$ cat config.mk
export PLATFORM = sky130hd
export DESIGN_NAME = sorted_union_merge_unit
export DESIGN_NICKNAME = d
export VERILOG_FILES = /design/src/sumu_pkg.sv /design/src/sumu_ram.sv /design/src/sumu_ctrl.sv /design/src/sumu_dp.sv /design/src/sorted_union_merge_unit.sv
export SDC_FILE = /design/constraint.sdc
export NUM_CORES = 2
export LEC_CHECK = 0
export BUFFER_PORTS_ARGS = -buffer_cell sky130_fd_sc_hd__buf_2
export CORE_ASPECT_RATIO = 0.75
export CORE_UTILIZATION = 45
export CTS_CLUSTER_SIZE = 14
export DETAILED_ROUTE_END_ITERATION = 10
export PLACE_DENSITY = 0.59
export SYNTH_ARGS = -nofsm -noshare
export SYNTH_HDL_FRONTEND = slang
export SYNTH_SLANG_ARGS = --single-unit
$ cat constraint.sdc
create_clock -name clk -period 5.3 [get_ports clk]
set_input_delay 0.265 -clock clk [delete_from_list [all_inputs] [get_ports clk]]
set_output_delay 0.265 -clock clk [all_outputs]
set_load 0.02 [all_outputs]
$ cat src/sumu_pkg.sv
`timescale 1ns / 1ps
// ----------------------------------------------------------------------------
// Sorted union merge: shared package
// Widths, operation codes, controller states and the command and status
// structs that join the controller to the datapath.
// ----------------------------------------------------------------------------
package sumu_pkg;

    // Default number of entries per list.
    localparam int LIST_DEPTH_DEF = 16;

    // Maximum number of results one merge may emit.
    localparam int MAX_RESULTS = 32;

    // Width of one list value.
    localparam int VALUE_W = 32;

    // Width of the emitted-result counter.
    localparam int RES_CNT_W = $clog2(MAX_RESULTS + 1);

    // Operation codes on the command port.
    localparam logic [1:0] OP_LOAD_A = 2'd0;
    localparam logic [1:0] OP_LOAD_B = 2'd1;
    localparam logic [1:0] OP_MERGE  = 2'd2;

    // Controller states.
    typedef enum logic [0:0] {
        ST_IDLE,
        ST_MERGE
    } state_t;

    // Commands from the controller to the datapath.
    typedef struct packed {
        logic load_a;
        logic load_b;
        logic step;
        logic finish;
    } cmd_t;

    // Status from the datapath to the controller.
    typedef struct packed {
        logic walk_active;
    } status_t;

endpackage

$ cat src/sumu_ram.sv
`timescale 1ns / 1ps
// ----------------------------------------------------------------------------
// Sorted union merge: generic RAM
// One write port and one read port; the read data is registered.
// ----------------------------------------------------------------------------
module sumu_ram #(
    parameter int WIDTH = 32,
    parameter int DEPTH = 16,
    localparam int ADDR_W = (DEPTH > 1) ? $clog2(DEPTH) : 1
) (
    input  logic              clk,
    input  logic              wr_en,
    input  logic [ADDR_W-1:0] wr_addr,
    input  logic [WIDTH-1:0]  wr_data,
    input  logic [ADDR_W-1:0] rd_addr,
    output logic [WIDTH-1:0]  rd_data
);

    logic [WIDTH-1:0] mem_reg [DEPTH];
    logic [WIDTH-1:0] rd_data_reg;

    // Storage write and registered read.
    always_ff @(posedge clk)
    begin
        if (wr_en)
        begin
            mem_reg[wr_addr] <= wr_data;
        end
        rd_data_reg <= mem_reg[rd_addr];
    end

    assign rd_data = rd_data_reg;

endmodule

$ cat src/sumu_ctrl.sv
`timescale 1ns / 1ps
// ----------------------------------------------------------------------------
// Sorted union merge: controller
// Decodes commands while idle and sequences the merge walk, one step a cycle.
// ----------------------------------------------------------------------------
module sumu_ctrl (
    input  logic               clk,
    input  logic               rst_n,
    input  logic               start,
    input  logic [1:0]         operation,
    input  sumu_pkg::status_t  status,
    output sumu_pkg::cmd_t     cmd,
    output logic               busy
);

    sumu_pkg::state_t state_reg;
    sumu_pkg::state_t state_next;
    logic             accept;

    assign accept = start && (state_reg == sumu_pkg::ST_IDLE);

    // State register.
    always_ff @(posedge clk or negedge rst_n)
    begin
        if (!rst_n)
        begin
            state_reg <= sumu_pkg::ST_IDLE;
        end
        else
        begin
            state_reg <= state_next;
        end
    end

    // Next state.
    always_comb
    begin
        state_next = state_reg;
        case (state_reg)
            sumu_pkg::ST_IDLE:
            begin
                if (accept && (operation == sumu_pkg::OP_MERGE))
                begin
                    state_next = sumu_pkg::ST_MERGE;
                end
            end
            sumu_pkg::ST_MERGE:
            begin
                if (!status.walk_active)
                begin
                    state_next = sumu_pkg::ST_IDLE;
                end
            end
            default:
            begin
                state_next = sumu_pkg::ST_IDLE;
            end
        endcase
    end

    // Command outputs.
    always_comb
    begin
        cmd  = '0;
        busy = 1'b0;
        case (state_reg)
            sumu_pkg::ST_IDLE:
            begin
                cmd.load_a = accept && (operation == sumu_pkg::OP_LOAD_A);
                cmd.load_b = accept && (operation == sumu_pkg::OP_LOAD_B);
            end
            sumu_pkg::ST_MERGE:
            begin
                busy       = 1'b1;
                cmd.step   = status.walk_active;
                cmd.finish = !status.walk_active;
            end
            default:
            begin
                busy = 1'b0;
            end
        endcase
    end

endmodule

$ cat src/sumu_dp.sv
`timescale 1ns / 1ps
// ----------------------------------------------------------------------------
// Sorted union merge: datapath
// Holds both lists, their counts and the walk indexes, compares the two
// heads, drops repeats and keeps one result pending so that the last one
// can carry the final mark.
// ----------------------------------------------------------------------------
module sumu_dp #(
    parameter int LIST_DEPTH = sumu_pkg::LIST_DEPTH_DEF
) (
    input  logic                        clk,
    input  logic                        rst_n,
    input  sumu_pkg::cmd_t              cmd,
    input  logic [sumu_pkg::VALUE_W-1:0] item_value,
    output sumu_pkg::status_t           status,
    output logic                        result_valid,
    output logic [sumu_pkg::VALUE_W-1:0] merged_value,
    output logic                        final_value,
    output logic                        union_empty,
    output logic                        overflowed
);

    localparam int AW  = (LIST_DEPTH > 1) ? $clog2(LIST_DEPTH) : 1;
    localparam int CW  = $clog2(LIST_DEPTH + 1);
    localparam int KW  = sumu_pkg::RES_CNT_W;
    localparam int KW1 = KW + 1;
    localparam int VW  = sumu_pkg::VALUE_W;

    // Counts, indexes and walk state.
    logic [CW-1:0] cnt_a_reg, cnt_a_next;
    logic [CW-1:0] cnt_b_reg, cnt_b_next;
    logic [CW-1:0] idx_a_reg, idx_a_next;
    logic [CW-1:0] idx_b_reg, idx_b_next;
    logic          ovf_reg, ovf_next;
    logic [KW-1:0] res_cnt_reg, res_cnt_next;
    logic          have_last_reg, have_last_next;
    logic [VW-1:0] last_reg, last_next;
    logic          pend_valid_reg, pend_valid_next;
    logic [VW-1:0] pend_reg, pend_next;

    // Output word registers.
    logic          out_valid_reg, out_valid_next;
    logic [VW-1:0] out_value_reg, out_value_next;
    logic          out_final_reg, out_final_next;
    logic          out_empty_reg, out_empty_next;
    logic          out_ovf_reg, out_ovf_next;

    // Walk signals.
    logic          a_avail, b_avail;
    logic [VW-1:0] head_a, head_b;
    logic          a_lt_b, b_lt_a;
    logic          adv_a, adv_b;
    logic [VW-1:0] pick;
    logic          dup;
    logic          below_max;
    logic          wr_a, wr_b;

    // List storage; reads follow the next index so the head is ready each cycle.
    assign wr_a = cmd.load_a && (cnt_a_reg < CW'(LIST_DEPTH));
    assign wr_b = cmd.load_b && (cnt_b_reg < CW'(LIST_DEPTH));

    sumu_ram #(
        .WIDTH (VW),
        .DEPTH (LIST_DEPTH)
    ) u_ram_a (
        .clk     (clk),
        .wr_en   (wr_a),
        .wr_addr (cnt_a_reg[AW-1:0]),
        .wr_data (item_value),
        .rd_addr (idx_a_next[AW-1:0]),
        .rd_data (head_a)
    );

    sumu_ram #(
        .WIDTH (VW),
        .DEPTH (LIST_DEPTH)
    ) u_ram_b (
        .clk     (clk),
        .wr_en   (wr_b),
        .wr_addr (cnt_b_reg[AW-1:0]),
        .wr_data (item_value),
        .rd_addr (idx_b_next[AW-1:0]),
        .rd_data (head_b)
    );

    // Head selection: smaller head first, both heads when equal.
    always_comb
    begin
        a_avail = idx_a_reg < cnt_a_reg;
        b_avail = idx_b_reg < cnt_b_reg;
        a_lt_b  = $signed(head_a) < $signed(head_b);
        b_lt_a  = $signed(head_b) < $signed(head_a);
        adv_a   = 1'b0;
        adv_b   = 1'b0;
        pick    = head_b;
        if (a_avail && b_avail)
        begin
            if (a_lt_b)
            begin
                adv_a = 1'b1;
                pick  = head_a;
            end
            else if (b_lt_a)
            begin
                adv_b = 1'b1;
            end
            else
            begin
                adv_a = 1'b1;
                adv_b = 1'b1;
                pick  = head_a;
            end
        end
        else if (a_avail)
        begin
            adv_a = 1'b1;
            pick  = head_a;
        end
        else
        begin
            adv_b = 1'b1;
        end
        dup = have_last_reg && (pick == last_reg);
    end

    // The walk goes on while input remains and the result limit is not reached.
    assign below_max = (KW1'({1'b0, res_cnt_reg}) + KW1'(pend_valid_reg)) <
                       KW1'(sumu_pkg::MAX_RESULTS);
    assign status.walk_active = (a_avail || b_avail) && below_max;

    // Next-state logic for loads, the walk and the closing result.
    always_comb
    begin
        cnt_a_next      = cnt_a_reg;
        cnt_b_next      = cnt_b_reg;
        idx_a_next      = idx_a_reg;
        idx_b_next      = idx_b_reg;
        ovf_next        = ovf_reg;
        res_cnt_next    = res_cnt_reg;
        have_last_next  = have_last_reg;
        last_next       = last_reg;
        pend_valid_next = pend_valid_reg;
        pend_next       = pend_reg;
        out_valid_next  = 1'b0;
        out_value_next  = pend_reg;
        out_final_next  = 1'b0;
        out_empty_next  = 1'b0;
        out_ovf_next    = ovf_reg;

        if (cmd.load_a)
        begin
            if (wr_a)
            begin
                cnt_a_next = cnt_a_reg + CW'(1);
            end
            else
            begin
                ovf_next = 1'b1;
            end
        end

        if (cmd.load_b)
        begin
            if (wr_b)
            begin
                cnt_b_next = cnt_b_reg + CW'(1);
            end
            else
            begin
                ovf_next = 1'b1;
            end
        end

        if (cmd.step)
        begin
            idx_a_next = idx_a_reg + CW'(adv_a);
            idx_b_next = idx_b_reg + CW'(adv_b);
            if (!dup)
            begin
                // A new distinct value releases the one held before it.
                if (pend_valid_reg)
                begin
                    out_valid_next = 1'b1;
                    res_cnt_next   = res_cnt_reg + KW'(1);
                end
                pend_valid_next = 1'b1;
                pend_next       = pick;
                last_next       = pick;
                have_last_next  = 1'b1;
            end
        end

        if (cmd.finish)
        begin
            out_valid_next  = 1'b1;
            out_value_next  = pend_valid_reg ? pend_reg : '0;
            out_final_next  = 1'b1;
            out_empty_next  = !pend_valid_reg;
            cnt_a_next      = '0;
            cnt_b_next      = '0;
            idx_a_next      = '0;
            idx_b_next      = '0;
            ovf_next        = 1'b0;
            res_cnt_next    = '0;
            have_last_next  = 1'b0;
            pend_valid_next = 1'b0;
        end
    end

    // Control registers.
    always_ff @(posedge clk or negedge rst_n)
    begin
        if (!rst_n)
        begin
            cnt_a_reg      <= '0;
            cnt_b_reg      <= '0;
            idx_a_reg      <= '0;
            idx_b_reg      <= '0;
            ovf_reg        <= 1'b0;
            res_cnt_reg    <= '0;
            have_last_reg  <= 1'b0;
            pend_valid_reg <= 1'b0;
            out_valid_reg  <= 1'b0;
        end
        else
        begin
            cnt_a_reg      <= cnt_a_next;
            cnt_b_reg      <= cnt_b_next;
            idx_a_reg      <= idx_a_next;
            idx_b_reg      <= idx_b_next;
            ovf_reg        <= ovf_next;
            res_cnt_reg    <= res_cnt_next;
            have_last_reg  <= have_last_next;
            pend_valid_reg <= pend_valid_next;
            out_valid_reg  <= out_valid_next;
        end
    end

    // Payload registers.
    always_ff @(posedge clk)
    begin
        last_reg      <= last_next;
        pend_reg      <= pend_next;
        out_value_reg <= out_value_next;
        out_final_reg <= out_final_next;
        out_empty_reg <= out_empty_next;
        out_ovf_reg   <= out_ovf_next;
    end

    assign result_valid = out_valid_reg;
    assign merged_value = out_value_reg;
    assign final_value  = out_final_reg;
    assign union_empty  = out_empty_reg;
    assign overflowed   = out_ovf_reg;

endmodule

$ cat src/sorted_union_merge_unit.sv
`timescale 1ns / 1ps
// ----------------------------------------------------------------------------
// Sorted union merge unit
// Loads two ascending lists and emits their sorted union without repeats.
//
//   Channel   Handshake               Fields
//   command   start & !busy           operation, item_value
//   result    result_valid (strobe)   merged_value, final_value, union_empty,
//                                     overflowed
//
// A load can be followed by another in the next cycle.
// A merge holds busy through every walk step and one closing step. A
// step takes one head, or one head from each list when they are equal, so a
// merge walks at most 2 * LIST_DEPTH steps. The walk advances one step a
// cycle through the registered RAM reads. Each result word shows for one
// cycle: a value is held until the next distinct value is found and shows in
// the cycle after that step, and the final word shows in the cycle after the
// closing step, when busy is already low. Reset empties both lists; there is
// no clearing pass. Results cannot be stalled.
// ----------------------------------------------------------------------------
module sorted_union_merge_unit #(
    parameter int LIST_DEPTH = sumu_pkg::LIST_DEPTH_DEF
) (
    input  logic                         clk,
    input  logic                         rst_n,
    input  logic                         start,
    output logic                         busy,
    input  logic [1:0]                   operation,
    input  logic [sumu_pkg::VALUE_W-1:0] item_value,
    output logic                         result_valid,
    output logic [sumu_pkg::VALUE_W-1:0] merged_value,
    output logic                         final_value,
    output logic                         union_empty,
    output logic                         overflowed
);

    sumu_pkg::cmd_t    cmd;
    sumu_pkg::status_t status;

    // Controller.
    sumu_ctrl u_ctrl (
        .clk       (clk),
        .rst_n     (rst_n),
        .start     (start),
        .operation (operation),
        .status    (status),
        .cmd       (cmd),
        .busy      (busy)
    );

    // Datapath.
    sumu_dp #(
        .LIST_DEPTH (LIST_DEPTH)
    ) u_dp (
        .clk          (clk),
        .rst_n        (rst_n),
        .cmd          (cmd),
        .item_value   (item_value),
        .status       (status),
        .result_valid (result_valid),
        .merged_value (merged_value),
        .final_value  (final_value),
        .union_empty  (union_empty),
        .overflowed   (overflowed)
    );

endmodule

Word level (Yosys, flattened, before mapping)
Memory sizes are Yosys's and may differ from the RTL's. A register that Yosys moved wholly into a read port is not among the register bits.
Cells that the tools add are included.
{"block": "totals", "inputBits": 37, "mem_bits_rw": 1024, "regBits": 97, "elab_cells": 111, "n_memories": 2, "output_inout_bits": 37}
{"block": "classes", "n_mux": 50, "add_sub_neg": 6, "magnitude_cmp": 7, "n_reduce_logical": 24, "bitwise": 2, "eq_ne": 4}
{"memory": "u_dp.u_ram_a.mem_reg", "depth": 16, "width": 32, "rd": 1, "rd_clocked_by_memory_dff": 1, "wr": 1, "line": "sumu_ram.sv:19", "text": "logic [WIDTH-1:0] mem_reg [DEPTH];"}
{"memory": "u_dp.u_ram_b.mem_reg", "depth": 16, "width": 32, "rd": 1, "rd_clocked_by_memory_dff": 1, "wr": 1, "line": "sumu_ram.sv:19"}
{"cell": "2-to-1 mux 32 bit", "count": 6}
{"cell": "less-than comparator 32 bit", "count": 2}
{"cell": "2-to-1 mux 5 bit", "count": 10}
{"cell": "== test 32 bit", "count": 1}
{"cell": "2-to-1 mux 1 bit", "count": 27}
{"cell": "2-to-1 mux 6 bit", "count": 4}
{"cell": "nonzero test 2 bit", "count": 6}
{"cell": "adder 5 x 1 -> 5 bit", "count": 2}
{"cell": "adder 5 x 1 -> 5 bit (second input constant)", "count": 2}
{"cell": "less-than comparator 5 bit", "count": 2}
{"cell": "less-than comparator 5 bit (second input constant)", "count": 2}
{"cell": "logical AND 1 bit", "count": 9}
{"cell": "AND reduction 2 bit", "count": 4}
{"cell": "adder 6 x 1 -> 7 bit", "count": 1}
{"cell": "less-than comparator 7 x 6 -> 1 bit (second input constant)", "count": 1}
{"cell": "adder 6 x 1 -> 6 bit (second input constant)", "count": 1}
{"cell": "2-to-1 mux 2 bit", "count": 2}
{"cell": "AND reduction 3 bit", "count": 1}
{"cell": "== test 2 x 1 -> 1 bit (second input constant)", "count": 1}
{"cell": "== test 2 bit (second input constant)", "count": 1}
{"cell": "zero test 1 bit", "count": 2}
{"cell": "zero test 2 bit", "count": 1}
{"cell": "!= test 2 bit (second input constant)", "count": 1}
{"cell": "inverter 1 bit", "count": 2}
{"cell": "2 further kinds", "count": 2}

Logic depth before layout (Yosys ltp)
{"block": "logic_depth", "word_depth": 10, "depth_mapped": 24, "depth_no_buf": 19}

Modules after synthesis
From an unflattened synthesis, not the netlist that was laid out.
{"block": "unflattened", "cells_unflattened": 2230, "area_unflattened_um2": 45150.8}
{"module": "sumu_ram", "n_inst": 2, "cells_each": 838, "area_per_inst_um2": 19854.0}
{"module": "sumu_dp", "n_inst": 1, "cells_each": 547, "area_per_inst_um2": 5365.1}
{"module": "sumu_ctrl", "n_inst": 1, "cells_each": 7, "area_per_inst_um2": 77.6}

Worst setup path after synthesis
Ideal clock, no wire load.
{"block": "synth_path", "path_kind": "reg-to-reg", "start": "reg u_dp.cnt_b_reg[2]", "end": "reg u_dp.last_reg[0] (enable)", "arrival_ps": 4740, "path_stages_with_launch": 14, "slack_ps": 128, "setup_ps": 432, "period_less_slack_ps": 5172, "n_path_buf": 1, "t_required_ps": 4868, "cell_sequence": "dfrtp_1 clkbuf_1 inv_1 ha_1 a21o_1 a31oi_1 o21ai_1 a211oi_1 a221o_1 nor3_4 mux2_2 o2111ai_1 and4bb_2 a21oi_1"}
{"block": "synth_between", "elab_chain_cells": 7, "elab_cells_between_ends": 10, "classes_between": "1 x order compare; 1 x eq/ne; 2 x mux; 1 x bitwise; 5 x reduce/logical"}
{"item": "from (decl)", "line": "sumu_dp.sv:31", "text": "logic [CW-1:0] cnt_b_reg, cnt_b_next;"}
{"item": "from (signal assigned)", "line": "sumu_dp.sv:228", "text": "cnt_b_reg <= cnt_b_next;"}
{"item": "less-than comparator 5 bit", "line": "sumu_dp.sv:90", "text": "b_avail = idx_b_reg < cnt_b_reg;"}
{"item": "logical AND 1 bit", "line": "sumu_dp.sv:96", "text": "if (a_avail && b_avail)"}
{"item": "2-to-1 mux 32 bit", "line": "sumu_dp.sv:96"}
{"item": "via u_dp.pick[12]", "line": "sumu_dp.sv:53", "text": "logic [VW-1:0] pick;"}
{"item": "== test 32 bit", "line": "sumu_dp.sv:123", "text": "dup = have_last_reg && (pick == last_reg);"}
{"item": "logical AND 1 bit", "line": "sumu_dp.sv:123"}
{"item": "inverter 1 bit (no line)"}
{"item": "AND reduction 2 bit (no line)"}
{"item": "to (signal assigned)", "line": "sumu_dp.sv:242", "text": "last_reg <= last_next;"}
{"item": "to (decl)", "line": "sumu_dp.sv:37", "text": "logic [VW-1:0] last_reg, last_next;"}
The timed path passes the listed nets, and every way through them passes these cells.
A chain may end at the register's enable or synchronous reset.

Worst setup path after layout
{"block": "layout_path", "start": "reg u_dp.u_ram_b.rd_data_reg[20] (netlist: u_dp.u_ram_b.rd_data[20]), read port of u_dp.u_ram_b.mem_reg", "end": "reg u_dp.u_ram_b.rd_data_reg[31] (netlist: u_dp.u_ram_b.rd_data[31]), read port of u_dp.u_ram_b.mem_reg"}
{"block": "layout_between", "elab_chain_cells": 6}
{"item": "from (decl)", "line": "sumu_ram.sv:20", "text": "logic [WIDTH-1:0] rd_data_reg;"}
{"item": "less-than comparator 32 bit", "line": "sumu_dp.sv:91", "text": "a_lt_b = $signed(head_a) < $signed(head_b);"}
{"item": "2-to-1 mux 1 bit", "line": "sumu_dp.sv:98", "text": "if (a_lt_b)"}
{"item": "2-to-1 mux 1 bit", "line": "sumu_dp.sv:96"}
{"item": "adder 5 x 1 -> 5 bit", "line": "sumu_dp.sv:177", "text": "idx_b_next = idx_b_reg + CW'(adv_b);"}
{"item": "2-to-1 mux 5 bit", "line": "sumu_dp.sv:174", "text": "if (cmd.step)"}
{"item": "2-to-1 mux 5 bit", "line": "sumu_dp.sv:193", "text": "if (cmd.finish)"}
No other way between the ends. The select of a mux whose other input is x is not followed.

==> out/metrics.yaml <==
status: "finished, final reports clean"
drive_gt1_frac: 0.113
place.detailed.hpwl_mm: 74.9
fp.dieH_um: 284
hold-path-cell-count: 1
ys_ff_latch: 1185
fin_hold_ws_ns: 0.0527
critPathCapture: "u_dp.u_ram_b.rd_data[31]"
rsz0062_at_grt: "no"
numPortBuffers: 73
drcViolationCount: 0
synth-main-ff-cell: "edfxtp_1"
core_um2: 104000
synth.top_cell.area_share: 0.666
grt_overflow: 0
async_reset_ff_frac: 0.0253
synth-edff-count: 1056
power_mw: 38.5
min_period_over_period: 0.925
finalSetupTns_ns: 0
tightest_slew_ns: 1.00
hold_viol_final: 0
critical_path.max_stage_delay_ns: 0.53
crit_path_end_kind: "flop"
worstPathCellList: "inv_1 -> ha_1 -> nand4_1 -> nor4_4 -> o31ai_1 -> nand2_1 -> nor2_1 -> xnor2_1 -> o21bai_1 -> ha_1 -> nand2_1 -> a211o_4 -> and2_4 -> inv_8 -> buf_4 -> a211oi_1 -> a31oi_1 -> mux2i_1 -> mux2i_1"
r2r_slack_ns: 0.40
area_delta_synth_final_pct: 13.5
start_kind: "flop"
r2r_end: "u_dp.u_ram_b.rd_data[31]"
yosysTopAreaCell: "edfxtp_1"
cts_root_buf: "clkbuf_16"
worstSetupPathType: "reg -> reg"
antenna_found_initial: 5
ys_top_cells_by_count: "1056 x edfxtp_1, 579 x nand2_1, 260 x a211oi_1"
cts_max_level: 3
numCtsBuffers: 111
synth.distinct_cells: 61
clk_pin_slew_ns: 0.07
synth_seq_area_share: 0.723
drt-total-wl_mm: 134
dr.pass1.iters: 5
clock-sinks: 1185
min_period_ns: 4.90
drtIter0Drc: 3170
vias_per_cell: 5.98
die_x_um: 378
final_cells: 4979
slew_headroom: 0.328
rr_startpoint: "u_dp.u_ram_b.rd_data[20]"
hp-class: "in -> reg"
cp_max_fo: 50
nFillCells: 8544
final_antenna_net_count: 0
rows: 102
placed_cells: 4757
rr_worst_depth: 19
p_per_area_nw_per_um2: 711
synth.area.top_cells: "edfxtp_1 67%, nand2_1 4.6%, mux2i_1 4.3%"
fmax_mhz: 204
arrival_ns: 5.47
syn_nets: 3504
vias: 29759
grt_max_degree: 129
slowest_stage: "nor4_4"
crit_start: "u_dp.u_ram_b.rd_data[20]"
cts_tree: "done"
gr-usage-all-layers: 0.249
syn_area_um2: 47600
cts_buffer_depth: 3
clock_latency_ns: 0.72
wire_per_inst_um: 26.9
clock_skew_ns: 0.0359
gp_congestion: 0.927
yosysMostFrequentCell: "edfxtp_1"
synth.avg_cell_area_um2: 14.0
setup_viol: 0
maxSlewViolCount: 0
multi_input_area_um2: 12400
fp.dieArea_um2: 107000
grt_pass1_wl_mm: 195
finalNetCount: 3563
p_leak_nw: 18.7
ff_latch_area_um2: 34400
cts_setup_buffers: 0
grt_pass1_vias: 28321
vdd_drop_max_uv: 915
yosysWarnings: 0
critical_path_required_ns: 5.86
synthCells: 3414
initial_core_util: 0.458
ioPinCount: 74
cap_violations: 0
[final cells by class]
type | instances | area share
Tap cell | 1404 | 0.0325
Inverter | 69 | 0.00507
Antenna cell | 3 | 0.000139
Clock inverter | 34 | 0.00655
Timing Repair Buffer | 179 | 0.0265
Multi-Input combinational cell | 1927 | 0.229
Clock buffer | 178 | 0.0634
Sequential cell | 1185 | 0.637
[worst min-delay path by stage]
stage                         startpoint  slack (ns)                           end
after CTS                 item_value[14]       0.001  u_dp.u_ram_b.mem_reg[12][14]
after floorplan                    rst_n       -0.03              u_ctrl.state_reg
after global placement             rst_n        0.36             u_dp.cnt_a_reg[2]
final                      item_value[8]        0.05    u_dp.u_ram_a.mem_reg[4][8]
after global routing       item_value[5]        0.04    u_dp.u_ram_a.mem_reg[0][5]
after detailed placement           rst_n        0.37             u_dp.cnt_a_reg[2]
[per-stage QoR]
stage | utilization | area [um2] | worst slack [ns]
4_1_cts | 0.520 | 54100 | 0.278
5_1_grt | 0.520 | 54100 | 0.183
3_5_place_dp | 0.483 | 50200 | 0.302
3_3_place_gp | 0.483 | 50200 | 0.359
2_1_floorplan | - | 47600 | 0.128
6_report | 0.520 | 54100 | 0.395
[repair_timing]
action	in CTS	in global routing
endpoints found under the hold margin	108	0
hold buffers	7	0
resized for setup	0	1
setup endpoints to repair	0	9
[power breakdown]
| group | total, mW | leakage (nW) | internal [mW] | switching [mW] |
|---|---|---|---|---|
| registers | 11.9 | 10.7 | 11.2 | 0.735 |
| clock network | 8.15 | 1.87 | 4.69 | 3.46 |
| logic | 18.4 | 6.14 | 6.41 | 12.0 |
| total | 38.5 | 18.7 | 22.3 | 16.2 |
[kinds of logic (layout without fill, tap and decap cells)]
logic type | Yosys count | count (layout) | synth area share
flops | 1185 | 1185 | 0.723
fa+ha+maj | 53 | 53 | 0.0139
simple gates | 996 | 996 | 0.0974
other cells | 0 | 3 | 0
mux | 207 | 207 | 0.0436
compound gates | 625 | 625 | 0.0893
buf+inv | 302 | 460 | 0.0244
xor+xnor | 46 | 46 | 0.00846
[routing by layer]
metal,GRT usage,vias to the layer above,share of wire
met5,0,-,0.00017
li1,-,13099,-
met3,0.0469,196,0.092
met1,0.396,15194,0.47
met4,0.0624,4,0.021
met2,0.348,1266,0.42
[layout by cell type, fill, tap and decap left out, types with 12 or more instances in the layout]
master / netlist / routed
a211oi_1: 260 / 260
buf_4: 0 / 78
ha_1: 53 / 53
and2_1: 27 / 25
nand3_1: 13 / 13
mux2i_1: 203 / 203
clkbuf_8: 0 / 23
inv_1: 65 / 65
nand2_1: 579 / 577
edfxtp_1: 1056 / 1056
clkinv_2: 0 / 20
xor2_1: 36 / 36
buf_12: 0 / 20
nor2_1: 62 / 38
nor4_1: 12 / 12
and3_1: 257 / 257
o21ai_0: 34 / 34
clkbuf_16: 0 / 119
nor2_4: 0 / 24
nand4_1: 14 / 14
dfxtp_1: 99 / 99
dfrtp_1: 30 / 30
clkbuf_1: 193 / 36
a21oi_1: 21 / 20
buf_2: 18 / 73
a31oi_1: 257 / 257
[critical path, delay by kind of cell (launching register included)]
| family | cells | cell delay [ns] |
|---|---|---|
| and+or+nand+nor | 6 | 1.16 |
| muxes | 2 | 0.54 |
| buffers and inverters | 3 | 0.75 |
| xor gates and xnor gates | 1 | 0.32 |
| DFF | 1 | 0.33 |
| adders and majority gates | 2 | 0.60 |
| AOI/OAI and AO/OA | 5 | 1.01 |
Note: power is estimated with default switching activity, not from simulation.
